**config.mk**
```make
export PLATFORM = sky130hd
export DESIGN_NAME = packet_capture_trigger_control
export DESIGN_NICKNAME = d
export VERILOG_FILES = /design/src/hdl/ptc_pkg.sv /design/src/hdl/ptc_cfg_regs.sv /design/src/hdl/ptc_in_reg.sv /design/src/hdl/ptc_step.sv /design/src/hdl/packet_capture_trigger_control.sv
export SDC_FILE = /design/constraint.sdc
export NUM_CORES = 1
export LEC_CHECK = 0
export BUFFER_PORTS_ARGS = -buffer_cell sky130_fd_sc_hd__buf_2
export CORE_AREA = 10 10 210 212
export DETAILED_ROUTE_END_ITERATION = 7
export DIE_AREA = 0 0 220 222
export PLACE_DENSITY_LB_ADDON = 0.15
export REMOVE_ABC_BUFFERS = 1
export SLEW_MARGIN = 0
export SYNTH_ARGS = -nofsm -noshare
export SYNTH_HDL_FRONTEND = slang
export SYNTH_SLANG_ARGS = --single-unit
```
**constraint.sdc**
```tcl
create_clock -name aclk -period 6.9 [get_ports aclk]
set_input_delay 0.69 -clock aclk [delete_from_list [all_inputs] [get_ports aclk]]
set_output_delay 0.69 -clock aclk [all_outputs]
set_load 0.05 [all_outputs]
```
**src/hdl/ptc_pkg.sv**
```systemverilog
// Package for the packet capture trigger controller: word types, phase and
// request codes, configuration register indexes and the phase encoding helper.
// Used by every module of the block; depends on nothing else.
package ptc_pkg;

    localparam int TIME_W = 64;

    localparam logic [1:0] REQ_START  = 2'd0;
    localparam logic [1:0] REQ_STOP   = 2'd1;
    localparam logic [1:0] REQ_PACKET = 2'd2;

    localparam logic [1:0] CODE_STOPPED = 2'd0;
    localparam logic [1:0] CODE_ARMED   = 2'd1;
    localparam logic [1:0] CODE_STARTED = 2'd2;

    localparam logic [1:0] CFG_START_TRIG_EN = 2'd0;
    localparam logic [1:0] CFG_STOP_TRIG_EN  = 2'd1;
    localparam logic [1:0] CFG_FILTER_EN     = 2'd2;
    localparam logic [1:0] CFG_DURATION      = 2'd3;

    typedef enum logic [2:0] {
        PH_STOPPED = 3'b001,
        PH_ARMED   = 3'b010,
        PH_STARTED = 3'b100
    } phase_t;

    typedef struct packed {
        logic [1:0]        req_type;
        logic [TIME_W-1:0] now_time;
        logic [TIME_W-1:0] packet_time;
        logic              start_match;
        logic              stop_match;
        logic              filter_pass;
        logic              last_in_burst;
        logic              store_full;
    } ptc_in_t;

    typedef struct packed {
        logic              capture_write;
        logic [1:0]        capture_phase;
        logic              phase_changed;
        logic [TIME_W-1:0] event_time;
    } ptc_out_t;

    typedef struct packed {
        logic              start_trigger_enable;
        logic              stop_trigger_enable;
        logic              filter_enable;
        logic [TIME_W-1:0] capture_duration;
    } ptc_cfg_t;

    typedef struct packed {
        phase_t            phase;
        logic [TIME_W-1:0] deadline;
        logic              deadline_valid;
        logic [TIME_W-1:0] last_event_time;
    } ptc_state_t;

    function automatic logic [1:0] phase_code(input phase_t ph);
        logic [1:0] code;
        unique case (ph)
            PH_STOPPED: code = CODE_STOPPED;
            PH_ARMED:   code = CODE_ARMED;
            PH_STARTED: code = CODE_STARTED;
            default:    code = CODE_STOPPED;
        endcase
        return code;
    endfunction

endpackage

```
**src/hdl/ptc_cfg_regs.sv**
```systemverilog
// Configuration register file of the packet capture trigger controller.
// Depends on ptc_pkg for the register indexes and the configuration struct.
module ptc_cfg_regs import ptc_pkg::*; (
    input  logic              aclk,
    input  logic              aresetn,
    input  logic              cfg_valid,
    output logic              cfg_ready,
    input  logic [1:0]        cfg_index,
    input  logic [TIME_W-1:0] cfg_data,
    output ptc_cfg_t          cfg
);

    ptc_cfg_t cfg_reg;
    ptc_cfg_t cfg_next;

    assign cfg_ready = 1'b1;
    assign cfg       = cfg_reg;

    always_comb begin
        cfg_next = cfg_reg;
        if (cfg_valid) begin
            unique case (cfg_index)
                CFG_START_TRIG_EN: cfg_next.start_trigger_enable = cfg_data[0];
                CFG_STOP_TRIG_EN:  cfg_next.stop_trigger_enable  = cfg_data[0];
                CFG_FILTER_EN:     cfg_next.filter_enable        = cfg_data[0];
                CFG_DURATION:      cfg_next.capture_duration     = cfg_data;
                default:           cfg_next = cfg_reg;
            endcase
        end
    end

    always_ff @(posedge aclk) begin
        if (!aresetn) begin
            cfg_reg <= '0;
        end else begin
            cfg_reg <= cfg_next;
        end
    end

endmodule

```
**src/hdl/ptc_in_reg.sv**
```systemverilog
// Input register stage of the packet capture trigger controller.
// Holds one accepted word until the step logic moves it on; uses ptc_pkg.
module ptc_in_reg import ptc_pkg::*; (
    input  logic    aclk,
    input  logic    aresetn,
    input  logic    s_valid,
    output logic    s_ready,
    input  ptc_in_t s_data,
    input  logic    advance,
    output logic    hold_valid,
    output ptc_in_t hold_data
);

    logic    valid_reg;
    logic    valid_next;
    ptc_in_t data_reg;

    assign s_ready    = !valid_reg || advance;
    assign valid_next = s_ready ? s_valid : valid_reg;
    assign hold_valid = valid_reg;
    assign hold_data  = data_reg;

    always_ff @(posedge aclk) begin
        if (!aresetn) begin
            valid_reg <= 1'b0;
        end else begin
            valid_reg <= valid_next;
        end
    end

    always_ff @(posedge aclk) begin
        if (s_valid && s_ready) begin
            data_reg <= s_data;
        end
    end

endmodule

```
**src/hdl/ptc_step.sv**
```systemverilog
// Single-pass step logic of the packet capture trigger controller: next phase,
// deadline, event time and write decision for one word. Uses ptc_pkg.
module ptc_step import ptc_pkg::*; (
    input  ptc_cfg_t   cfg,
    input  ptc_state_t state,
    input  ptc_in_t    word,
    output ptc_state_t state_next,
    output ptc_out_t   result
);

    logic [TIME_W:0]   sum;
    logic [TIME_W-1:0] start_deadline;
    logic              start_deadline_valid;

    assign sum                  = {1'b0, word.now_time} + {1'b0, cfg.capture_duration};
    assign start_deadline_valid = cfg.capture_duration != '0;
    assign start_deadline       = !start_deadline_valid ? '0 :
                                  (sum[TIME_W] ? '1 : sum[TIME_W-1:0]);

    always_comb begin
        ptc_state_t nst;
        phase_t     target;
        logic       changed;
        logic       write;
        logic       stopping;
        nst      = state;
        changed  = 1'b0;
        write    = 1'b0;
        stopping = 1'b0;
        target   = cfg.start_trigger_enable ? PH_ARMED : PH_STARTED;
        unique case (word.req_type)
            REQ_START: begin
                if (target != state.phase) begin
                    changed   = 1'b1;
                    nst.phase = target;
                    if (target == PH_STARTED) begin
                        nst.last_event_time = word.now_time;
                        nst.deadline        = start_deadline;
                        nst.deadline_valid  = start_deadline_valid;
                    end
                end
            end
            REQ_STOP: begin
                if (state.phase != PH_STOPPED) begin
                    changed             = 1'b1;
                    nst.phase           = PH_STOPPED;
                    nst.last_event_time = word.now_time;
                end
            end
            REQ_PACKET: begin
                if (state.phase == PH_ARMED && word.start_match) begin
                    changed             = 1'b1;
                    nst.phase           = PH_STARTED;
                    nst.last_event_time = word.now_time;
                    nst.deadline        = start_deadline;
                    nst.deadline_valid  = start_deadline_valid;
                end
                if (nst.phase == PH_STARTED) begin
                    stopping = (cfg.stop_trigger_enable && word.stop_match) ||
                               (nst.deadline_valid && (word.packet_time > nst.deadline));
                    write    = cfg.filter_enable ? word.filter_pass : 1'b1;
                    if (stopping || (word.last_in_burst && word.store_full)) begin
                        changed             = 1'b1;
                        nst.phase           = PH_STOPPED;
                        nst.last_event_time = word.now_time;
                    end
                end
            end
            default: begin
                nst = state;
            end
        endcase
        state_next           = nst;
        result.capture_write = write;
        result.capture_phase = phase_code(nst.phase);
        result.phase_changed = changed;
        result.event_time    = nst.last_event_time;
    end

endmodule

```
**src/hdl/packet_capture_trigger_control.sv**
```systemverilog
// Packet capture start/stop trigger controller: one result word for every
// command or packet word, with stopped, armed and started phases.
// Depends on ptc_pkg, ptc_cfg_regs, ptc_in_reg and ptc_step.
//
// Every accepted word produces exactly one result word, held first in the
// input register and then in the result register. A new word is accepted in
// every cycle while the output side does not stall, and a waiting result does
// not block the word behind it, which is held in the input register. The
// phase, deadline and event time are updated by the single-pass step logic
// between those two registers, whose 64-bit saturating deadline add and
// timestamp compare set the clock period. Configuration writes are taken in
// every cycle and must only be issued while no word is in flight.
module packet_capture_trigger_control import ptc_pkg::*; (
    input  logic              aclk,
    input  logic              aresetn,
    input  logic              s_valid,
    output logic              s_ready,
    input  ptc_in_t           s_data,
    output logic              m_valid,
    input  logic              m_ready,
    output ptc_out_t          m_data,
    input  logic              cfg_valid,
    output logic              cfg_ready,
    input  logic [1:0]        cfg_index,
    input  logic [TIME_W-1:0] cfg_data
);

    ptc_cfg_t   cfg;
    logic       hold_valid;
    ptc_in_t    hold_data;
    logic       advance;
    ptc_state_t state_reg;
    ptc_state_t state_next;
    ptc_out_t   result;
    logic       m_valid_reg;
    logic       m_valid_next;
    ptc_out_t   m_data_reg;

    ptc_cfg_regs u_cfg (
        .aclk      (aclk),
        .aresetn   (aresetn),
        .cfg_valid (cfg_valid),
        .cfg_ready (cfg_ready),
        .cfg_index (cfg_index),
        .cfg_data  (cfg_data),
        .cfg       (cfg)
    );

    ptc_in_reg u_in (
        .aclk       (aclk),
        .aresetn    (aresetn),
        .s_valid    (s_valid),
        .s_ready    (s_ready),
        .s_data     (s_data),
        .advance    (advance),
        .hold_valid (hold_valid),
        .hold_data  (hold_data)
    );

    ptc_step u_step (
        .cfg        (cfg),
        .state      (state_reg),
        .word       (hold_data),
        .state_next (state_next),
        .result     (result)
    );

    assign advance      = hold_valid && (!m_valid_reg || m_ready);
    assign m_valid_next = advance ? 1'b1 : (m_valid_reg && !m_ready);
    assign m_valid      = m_valid_reg;
    assign m_data       = m_data_reg;

    always_ff @(posedge aclk) begin
        if (!aresetn) begin
            m_valid_reg <= 1'b0;
            state_reg   <= '{phase: PH_STOPPED, deadline: '0, deadline_valid: 1'b0,
                             last_event_time: '0};
        end else begin
            m_valid_reg <= m_valid_next;
            if (advance) begin
                state_reg <= state_next;
            end
        end
    end

    always_ff @(posedge aclk) begin
        if (advance) begin
            m_data_reg <= result;
        end
    end

endmodule

```
* Yosys cells after proc, flatten, opt, wreduce, memory -nomap -nowiden
Cells that the tools add are included.
Storage, ports and cells: register bits after elaboration 404
Operators by class: reductions and logical operators 24, muxes and demuxes 25, add/sub/neg operators 1, equality and inequality tests 14, order comparisons 1
Operators with widths (count):
- $mux W132 | 3
- $mux W64 | 5
- $pmux W64 S3 | 1
- $pmux W65 S2 | 1
- $mux W129 | 1
- $add A64 B64 Y65 | 1
- $gt A64 B64 Y1 | 1
- $reduce_bool A64 Y1 | 1
- $mux W3 | 4
- $reduce_and A2 Y1 | 5
- $eq A3 B3 Y1 const B | 3
- $pmux W3 S3 | 1
- $logic_and A1 B1 Y1 | 7
- $mux W1 | 7
- $eq A2 B2 Y1 const B | 3
- $eq A3 B2 Y1 const B | 2
- $eq A2 B1 Y1 const B | 2
- $logic_not A2 Y1 | 2
- $logic_or A1 B1 Y1 | 4
- $ne A2 B1 Y1 const B | 2
- $pmux W2 S2 | 1
- $reduce_and A4 Y1 | 1
- $logic_not A1 Y1 | 3
- $ne A3 B1 Y1 const B | 1
- 3 further kinds | 3

* Longest topological paths before layout
Gate-level depths: netlist (run 1).
depth in word-level cells 14, mapped depth 25, gate-level depth less buffers 21

* Cells and area by module
From an unflattened synthesis (run 1), not the netlist that was laid out.
Unflattened totals: cell total of the unflattened synthesis 2320, area total of the unflattened synthesis 22564.1 sq um
By module, submodules not included:
- ptc_step | cells each 1243, seq. area each 0.0 sq um, area an instance 8369.3 sq um, times used 1
- packet_capture_trigger_control | cells each 644, seq. area each 4704.5 sq um, area an instance 7319.5 sq um, times used 1
- ptc_in_reg | cells each 140, seq. area each 4073.9 sq um, area an instance 4111.4 sq um, times used 1
- ptc_cfg_regs | cells each 293, seq. area each 1341.3 sq um, area an instance 2763.9 sq um, times used 1

* Worst setup path before layout (run 1)
Ideal clock, no wire load.
kind reg-to-reg, from register u_in.data_reg, in the netlist u_in.hold_data[69], to register m_data_reg, in the netlist m_data[10] (data pin), setup slack 1.605 ns, data required time 6.632 ns, arrival 5.027 ns, cell stages (with the launch flop) 26, clock period less this slack 5.295 ns, setup time 0.268 ns, cells stage by stage edfxtp_1 ha_1 fa_1 a211oi_1 o21ai_0 a21oi_2 nor3_2 o211ai_4 a2111oi_4 o211ai_2 buf_6 buf_6 nand3_1 a22oi_1 ha_1 a21o_1 a21o_1 a2111oi_0 o41ai_1 a311oi_1 a21oi_1 nor2_1 buf_2 buf_2 a21oi_1 a2bb2oi_1
RTL lines:
- start: declaration | RTL line ptc_in_reg.sv:16 | ptc_in_t data_reg;
- start signal: assignment | RTL line ptc_in_reg.sv:33 | data_reg <= s_data;
- end signal: assignment | RTL line packet_capture_trigger_control.sv:88 | m_data_reg <= result;
- end: declaration | RTL line packet_capture_trigger_control.sv:37 | ptc_out_t m_data_reg;

==> results of run 1 <==
timing repair:
action,in CTS,in global routing
buffers inserted,0,0
hold buffers,0,0
resized for setup,0,1
endpoints found under the setup margin,0,53
per-layer routing:
layer  global-route usage  vias up  wire length [um]
li1                     -    10050                 -
met1               0.4331    10630             32750
met2               0.4652     1282             35000
met3              0.05730      174              8368
met4               0.1226        0              2632
met5                    0        -                 0
critical path, cell delays in order (launching register included):
cell and delay (ns):
edfxtp_1 0.45, ha_1 0.24, fa_1 0.43, a211oi_1 0.32, o21ai_0 0.21, a21oi_2 0.34, nor3_2 0.13, o211ai_4 0.23
a2111oi_4 0.13, o211ai_4 0.24, or3b_2 0.52, a22oi_1 0.27, ha_1 0.19, nand2_1 0.09, nor4_1 0.45, nand3_1 0.26
nor4_1 0.35, a311o_1 0.16, a21oi_1 0.04, buf_4 0.18, nor2_4 0.12, buf_6 0.47, a21oi_1 0.16, a2bb2oi_1 0.17
logic make-up (layout without fill, tap and decap cells):
group,count (synthesis),count (layout),synth area share
AOI/OAI and AO/OA,1087,1087,0.3123
and+or+nand+nor,628,628,0.1209
DFF,404,404,0.4332
buffers and inverters,230,431,0.03996
adders and majority gates,129,129,0.06942
xor gates and xnor gates,55,55,0.02062
muxes,8,8,0.003482
other,1,1,0.0001605
cell type report:
cell class | instances | area [um2]
Clock buffer | 68 | 1285
Fill cell | 3244 | 13110
Timing Repair Buffer | 319 | 1775
Sequential cell | 404 | 10120
Tap cell | 525 | 656.9
Inverter | 28 | 107.6
Multi-Input combinational cell | 1908 | 12410
Clock inverter | 16 | 171.4
cell usage after synthesis, types with 9 or more instances:
cell | n | share of area
a211oi_1 | 17 | 0.0055
a21boi_0 | 71 | 0.023
a21o_1 | 29 | 0.0093
a21oi_1 | 232 | 0.050
a22o_1 | 56 | 0.021
a22oi_1 | 55 | 0.018
a2bb2oi_1 | 66 | 0.025
a31oi_1 | 13 | 0.0035
and2_1 | 10 | 0.0027
buf_1 | 10 | 0.0016
buf_2 | 29 | 0.0062
clkbuf_1 | 158 | 0.025
dfxtp_1 | 201 | 0.17
edfxtp_1 | 203 | 0.26
ha_1 | 128 | 0.069
inv_1 | 26 | 0.0042
nand2_1 | 286 | 0.046
nand3_1 | 65 | 0.014
nand4_1 | 40 | 0.011
nor2_1 | 127 | 0.020
nor2b_1 | 9 | 0.0024
nor3_1 | 27 | 0.0058
nor4_1 | 22 | 0.0059
o211ai_1 | 77 | 0.025
o21a_1 | 10 | 0.0032
o21ai_0 | 235 | 0.050
o21ai_1 | 16 | 0.0034
o21bai_1 | 79 | 0.025
o221ai_1 | 74 | 0.028
xnor2_1 | 36 | 0.013
xor2_1 | 19 | 0.0071
per-stage QoR:
| step | total power [mW] | setup WS [ns] | setup TNS, ns | std cells | instance area [um2] |
|---|---|---|---|---|---|
| detailed placement | 3.902 | 0.3755 | 0 | 3184 | 25070 |
| global placement | 3.865 | 0.5115 | 0 | 3184 | 25070 |
| CTS | 6.293 | 0.2688 | 0 | 3268 | 26520 |
| global route | 6.511 | 0.0008797 | 0 | 3268 | 26530 |
| finish | 6.304 | 0.3552 | 0 | 3268 | 26530 |
| floorplan | 3.529 | -4.086 | -513.69 | 2340 | 22530 |
final timing paths:
| check | cells after the start | slack, ns | start | endpoint |
|---|---|---|---|---|
| max | 23 | 0.36 | u_in.hold_data[69] | m_data[11] |
| min | 1 | 0.28 | s_data[117] | u_in.hold_data[117] |
| max reg2reg | 23 | 0.36 | u_in.hold_data[69] | m_data[11] |
| min reg2reg | 1 | 0.47 | state_reg[126] | state_reg[126] |
where the power goes:
part           internal [mW]  switching [mW]
sequential              2.68           0.126
clock                   1.40            1.01
combinational          0.387           0.696
total                   4.47            1.83
==> results.cfg, run 1 <==
[outcome]
status = completed

[floorplanning]
die_h_um = 222
die_w_um = 220
ios = 277
core_mm2 = 0.03964
start_util = 0.5893
die_area_mm2 = 0.04884
num_rows = 73

[clock_network]
clock_latency_ns = 0.59
clockBufferDepth = 3
cts.sinks = 404
cts_root_buffer = clkbuf_16
clkTransAtPathRegs_ns = 0.06
tritoncts = done
cts_buffers = 45
h-tree-depth = 2

[drt]
drc = 0
final_antenna_net_count = 0
drt-wirelength-per-cell_um = 24.10
via_per_inst = 6.773
vias = 22140
drt-total-wl_um = 78750
first_pass_iters = 7
dr.first_iter.drc_count = 3161

[global_routing]
antenna_found_initial = 0
grt_pass1_wl_um = 121100
gr-total-overflow = 0
grt_max_degree = 112
grt_usage = 0.3103
grt_pass1_vias = 21460

[setup_path]
cp-end-kind = register
cp_max_fo = 90
start_kind = register
cp.arrival_ns = 6.85
worstSetupPathType = register to register
crit_required_ns = 7.21

[sta]
slew_viol_final = 0
worstMarginPinSlew_ns = 1.037
hold_ws_ns = 0.2776
period_minus_slack_ns = 6.545
setup_viol = 0
rsz0062_at_grt = no
fin_worst_skew_ns = 0.02284
post-route-period-util = 0.9485
slew_headroom = 0.3085
hold_viol_final = 0
max_freq_mhz = 152.8

[pwr]
max-vdd-ir-drop_mv = 0.1962
power_density_mw_per_mm2 = 237.6
power.leakage_nw = 9.960

[final_layout]
drive_gt1_frac = 0.1517
layout_commonest_cell = nand2_1
largest_reg_flops = 135
area.growth.synth_to_final_pct = 13.56
nNetsFinal = 3041
fin_util = 0.6692
mostFrequentLayoutCells = nand2_1 (286), buf_2 (274), o21ai_0 (235)
diodes = 0

[logic_synthesis]
syn_inst = 2542
seq_area_frac_synth = 0.4332
ys_ff_latch = 404
synthArstFlopShare = 0
ys_types = 77
avgSynthCellArea_um2 = 9.190
yosysWarnings = 0
syn-cell-area_mm2 = 0.02336
ys.flop_type = edfxtp_1
synth_edf_count = 203

[placed_design]
place.gp.congestion = 0.9579
dp_hpwl_um = 52880
port_buffers = 275

[min_path]
hold_class = primary input to register

[run]
drv_cap = 0
No activity file was read; power rests on OpenSTA's default activity.
==> inputs of run 2 (changes only) <==
- GPL_ROUTABILITY_DRIVEN: unset -> 0
- SLEW_MARGIN: 0 -> 20
- clock period: 6.9 -> 6.6 ns (I/O delays scaled with it)
==> run 2 against run 1 <==
Compared with the run above: cell area up 0.57%; sequential cell count did not move; register-to-register slack lost 0.13 ns; count of clock-buffer cells in the layout is 8 lower; highest routed layer unchanged.
==> results.cfg, run 2 (same netlist as run 1, synthesis figures left out) <==
[global_routing]
gr-total-overflow = 0
grt_pass1_vias = 21190
grt_max_degree = 114
antenna_found_initial = 0
grt_usage = 0.2991
grt_pass1_wl_um = 117800

[run]
drv_cap = 0

[clock_network]
tritoncts = done
hold_buffers = 0
clockBufferDepth = 3
h-tree-depth = 2
cts.sinks = 404
clkTransAtPathRegs_ns = 0.06
cts_buffers = 45
clock_latency_ns = 0.60
cts_root_buffer = clkbuf_16

[sta]
hold_viol_final = 0
post-route-period-util = 0.9663
rsz0062_at_grt = no
slew_viol_final = 0
worstMarginPinSlew_ns = 1.033
fin_ws_ns = 0.2227
fin_worst_skew_ns = 0.02495
slew_headroom = 0.3111
setup_viol = 0
period_minus_slack_ns = 6.377
max_freq_mhz = 156.8

[pwr]
p_comb_frac = 0.172
power_density_mw_per_mm2 = 246.0
clkPwrFrac = 0.381
p_switching_mw = 1.912
seq_power_share = 0.447
internal-power_mw = 4.650
power.leakage_nw = 10.01
max-vdd-ir-drop_mv = 0.2749
power_mw = 6.562
switching_share = 0.2914

[final_layout]
diodes = 0
largest_reg_flops = 135
layout_commonest_cell = nand2_1
mostFrequentLayoutCells = nand2_1 (286), buf_2 (274), o21ai_0 (235)
multi_input_area_mm2 = 0.01248
area.growth.synth_to_final_pct = 14.20
fillers = 3201
final-seq-area_mm2 = 0.01012
nNetsFinal = 3050
drive_gt1_frac = 0.1602

[outcome]
status = completed

[setup_path]
cp-end-kind = register
start_kind = register
cp_max_fo = 55
crit_required_ns = 7.01
cp.arrival_ns = 6.79
worstSetupPathType = register to register

[drt]
via_per_inst = 6.732
drc = 0
drt-total-wl_um = 76490
final_antenna_net_count = 0
first_pass_iters = 6
vias = 22060
dr.first_iter.drc_count = 3090
drt-wirelength-per-cell_um = 23.34

[floorplanning]
start_util = 0.5893
die_h_um = 222
num_rows = 73
core_mm2 = 0.03964
die_w_um = 220
die_area_mm2 = 0.04884
ios = 277

[placed_design]
pre_cts_ws_ns = 0.09111
port_buffers = 275
dp_hpwl_um = 51230

[min_path]
hold_class = primary input to register
==> run 2: layout make-up <==
class                      count  area share
tap                          525     0.02462
multi-input combinational   1909      0.4677
timing repair buffer         327     0.06941
sequential                   404      0.3793
clock inverter                24    0.007035
inverter                      28    0.004033
clock buffer                  60     0.04784
==> run 2: power groups by stage <==
stage,combinational (mW),sequential (mW),clock (mW)
floorplan,0.650,3.04,0
CTS,1.10,2.93,2.52
detailed placement,1.09,2.98,0
global placement,1.06,2.97,0
global route,1.23,2.95,2.62
finish,1.13,2.93,2.50
==> run 2: layer usage <==
| layer | GRT usage | wire length, um | up-vias |
|---|---|---|---|
| met2 | 0.4549 | 33990 | 1297 |
| met5 | 0 | 0 | - |
| met1 | 0.4152 | 31750 | 10520 |
| li1 | - | - | 10070 |
| met4 | 0.1079 | 2551 | 0 |
| met3 | 0.05566 | 8196 | 178 |
==> run 2: worst paths after layout <==
| check | startpoint | endpoint | slack (ns) | cells after the start |
|---|---|---|---|---|
| max reg2reg | u_in.hold_data[69] | m_data[53] | 0.22 | 25 |
| min reg2reg | state_reg[122] | state_reg[122] | 0.46 | 2 |
| min | s_data[75] | u_in.hold_data[75] | 0.23 | 1 |
| max | u_in.hold_data[69] | m_data[53] | 0.22 | 25 |
==> run 2: what timing repair did <==
item / 4_1_cts / 5_1_grt
setup endpoints to repair: 0 / 132
setup buffers: 0 / 7
gates resized for setup: 0 / 15
==> run 2: through the flow <==
step                      hold slack (ns)  cells  setup TNS, ns  area (um2)  utilization
after floorplan                    0.4260   2340        -552.36       22530            -
after global placement             0.4409   3183              0       25030       0.6315
final                              0.2345   3277              0       26680       0.6730
after global routing               0.2287   3277              0       26680       0.6730
after detailed placement           0.4445   3183              0       25030       0.6315
after CTS                          0.2229   3267              0       26500       0.6685
==> run 2: critical path, cell delays in order (launching register included) <==
cell and delay (ns):
edfxtp_1 0.44, ha_1 0.24, fa_1 0.43, a211oi_1 0.34, o21ai_0 0.22, a21oi_2 0.30, nor3_2 0.12, o211ai_4 0.22
a2111oi_4 0.14, o211ai_4 0.29, buf_4 0.21, nand3_1 0.13, a22oi_1 0.23, ha_1 0.29, a21o_1 0.16, a21o_1 0.17
a2111oi_1 0.42, o41ai_1 0.14, a311oi_1 0.35, a21oi_2 0.09, buf_4 0.18, nor2_4 0.12, buf_12 0.14, buf_6 0.38
o21ai_0 0.17, a2bb2oi_1 0.27
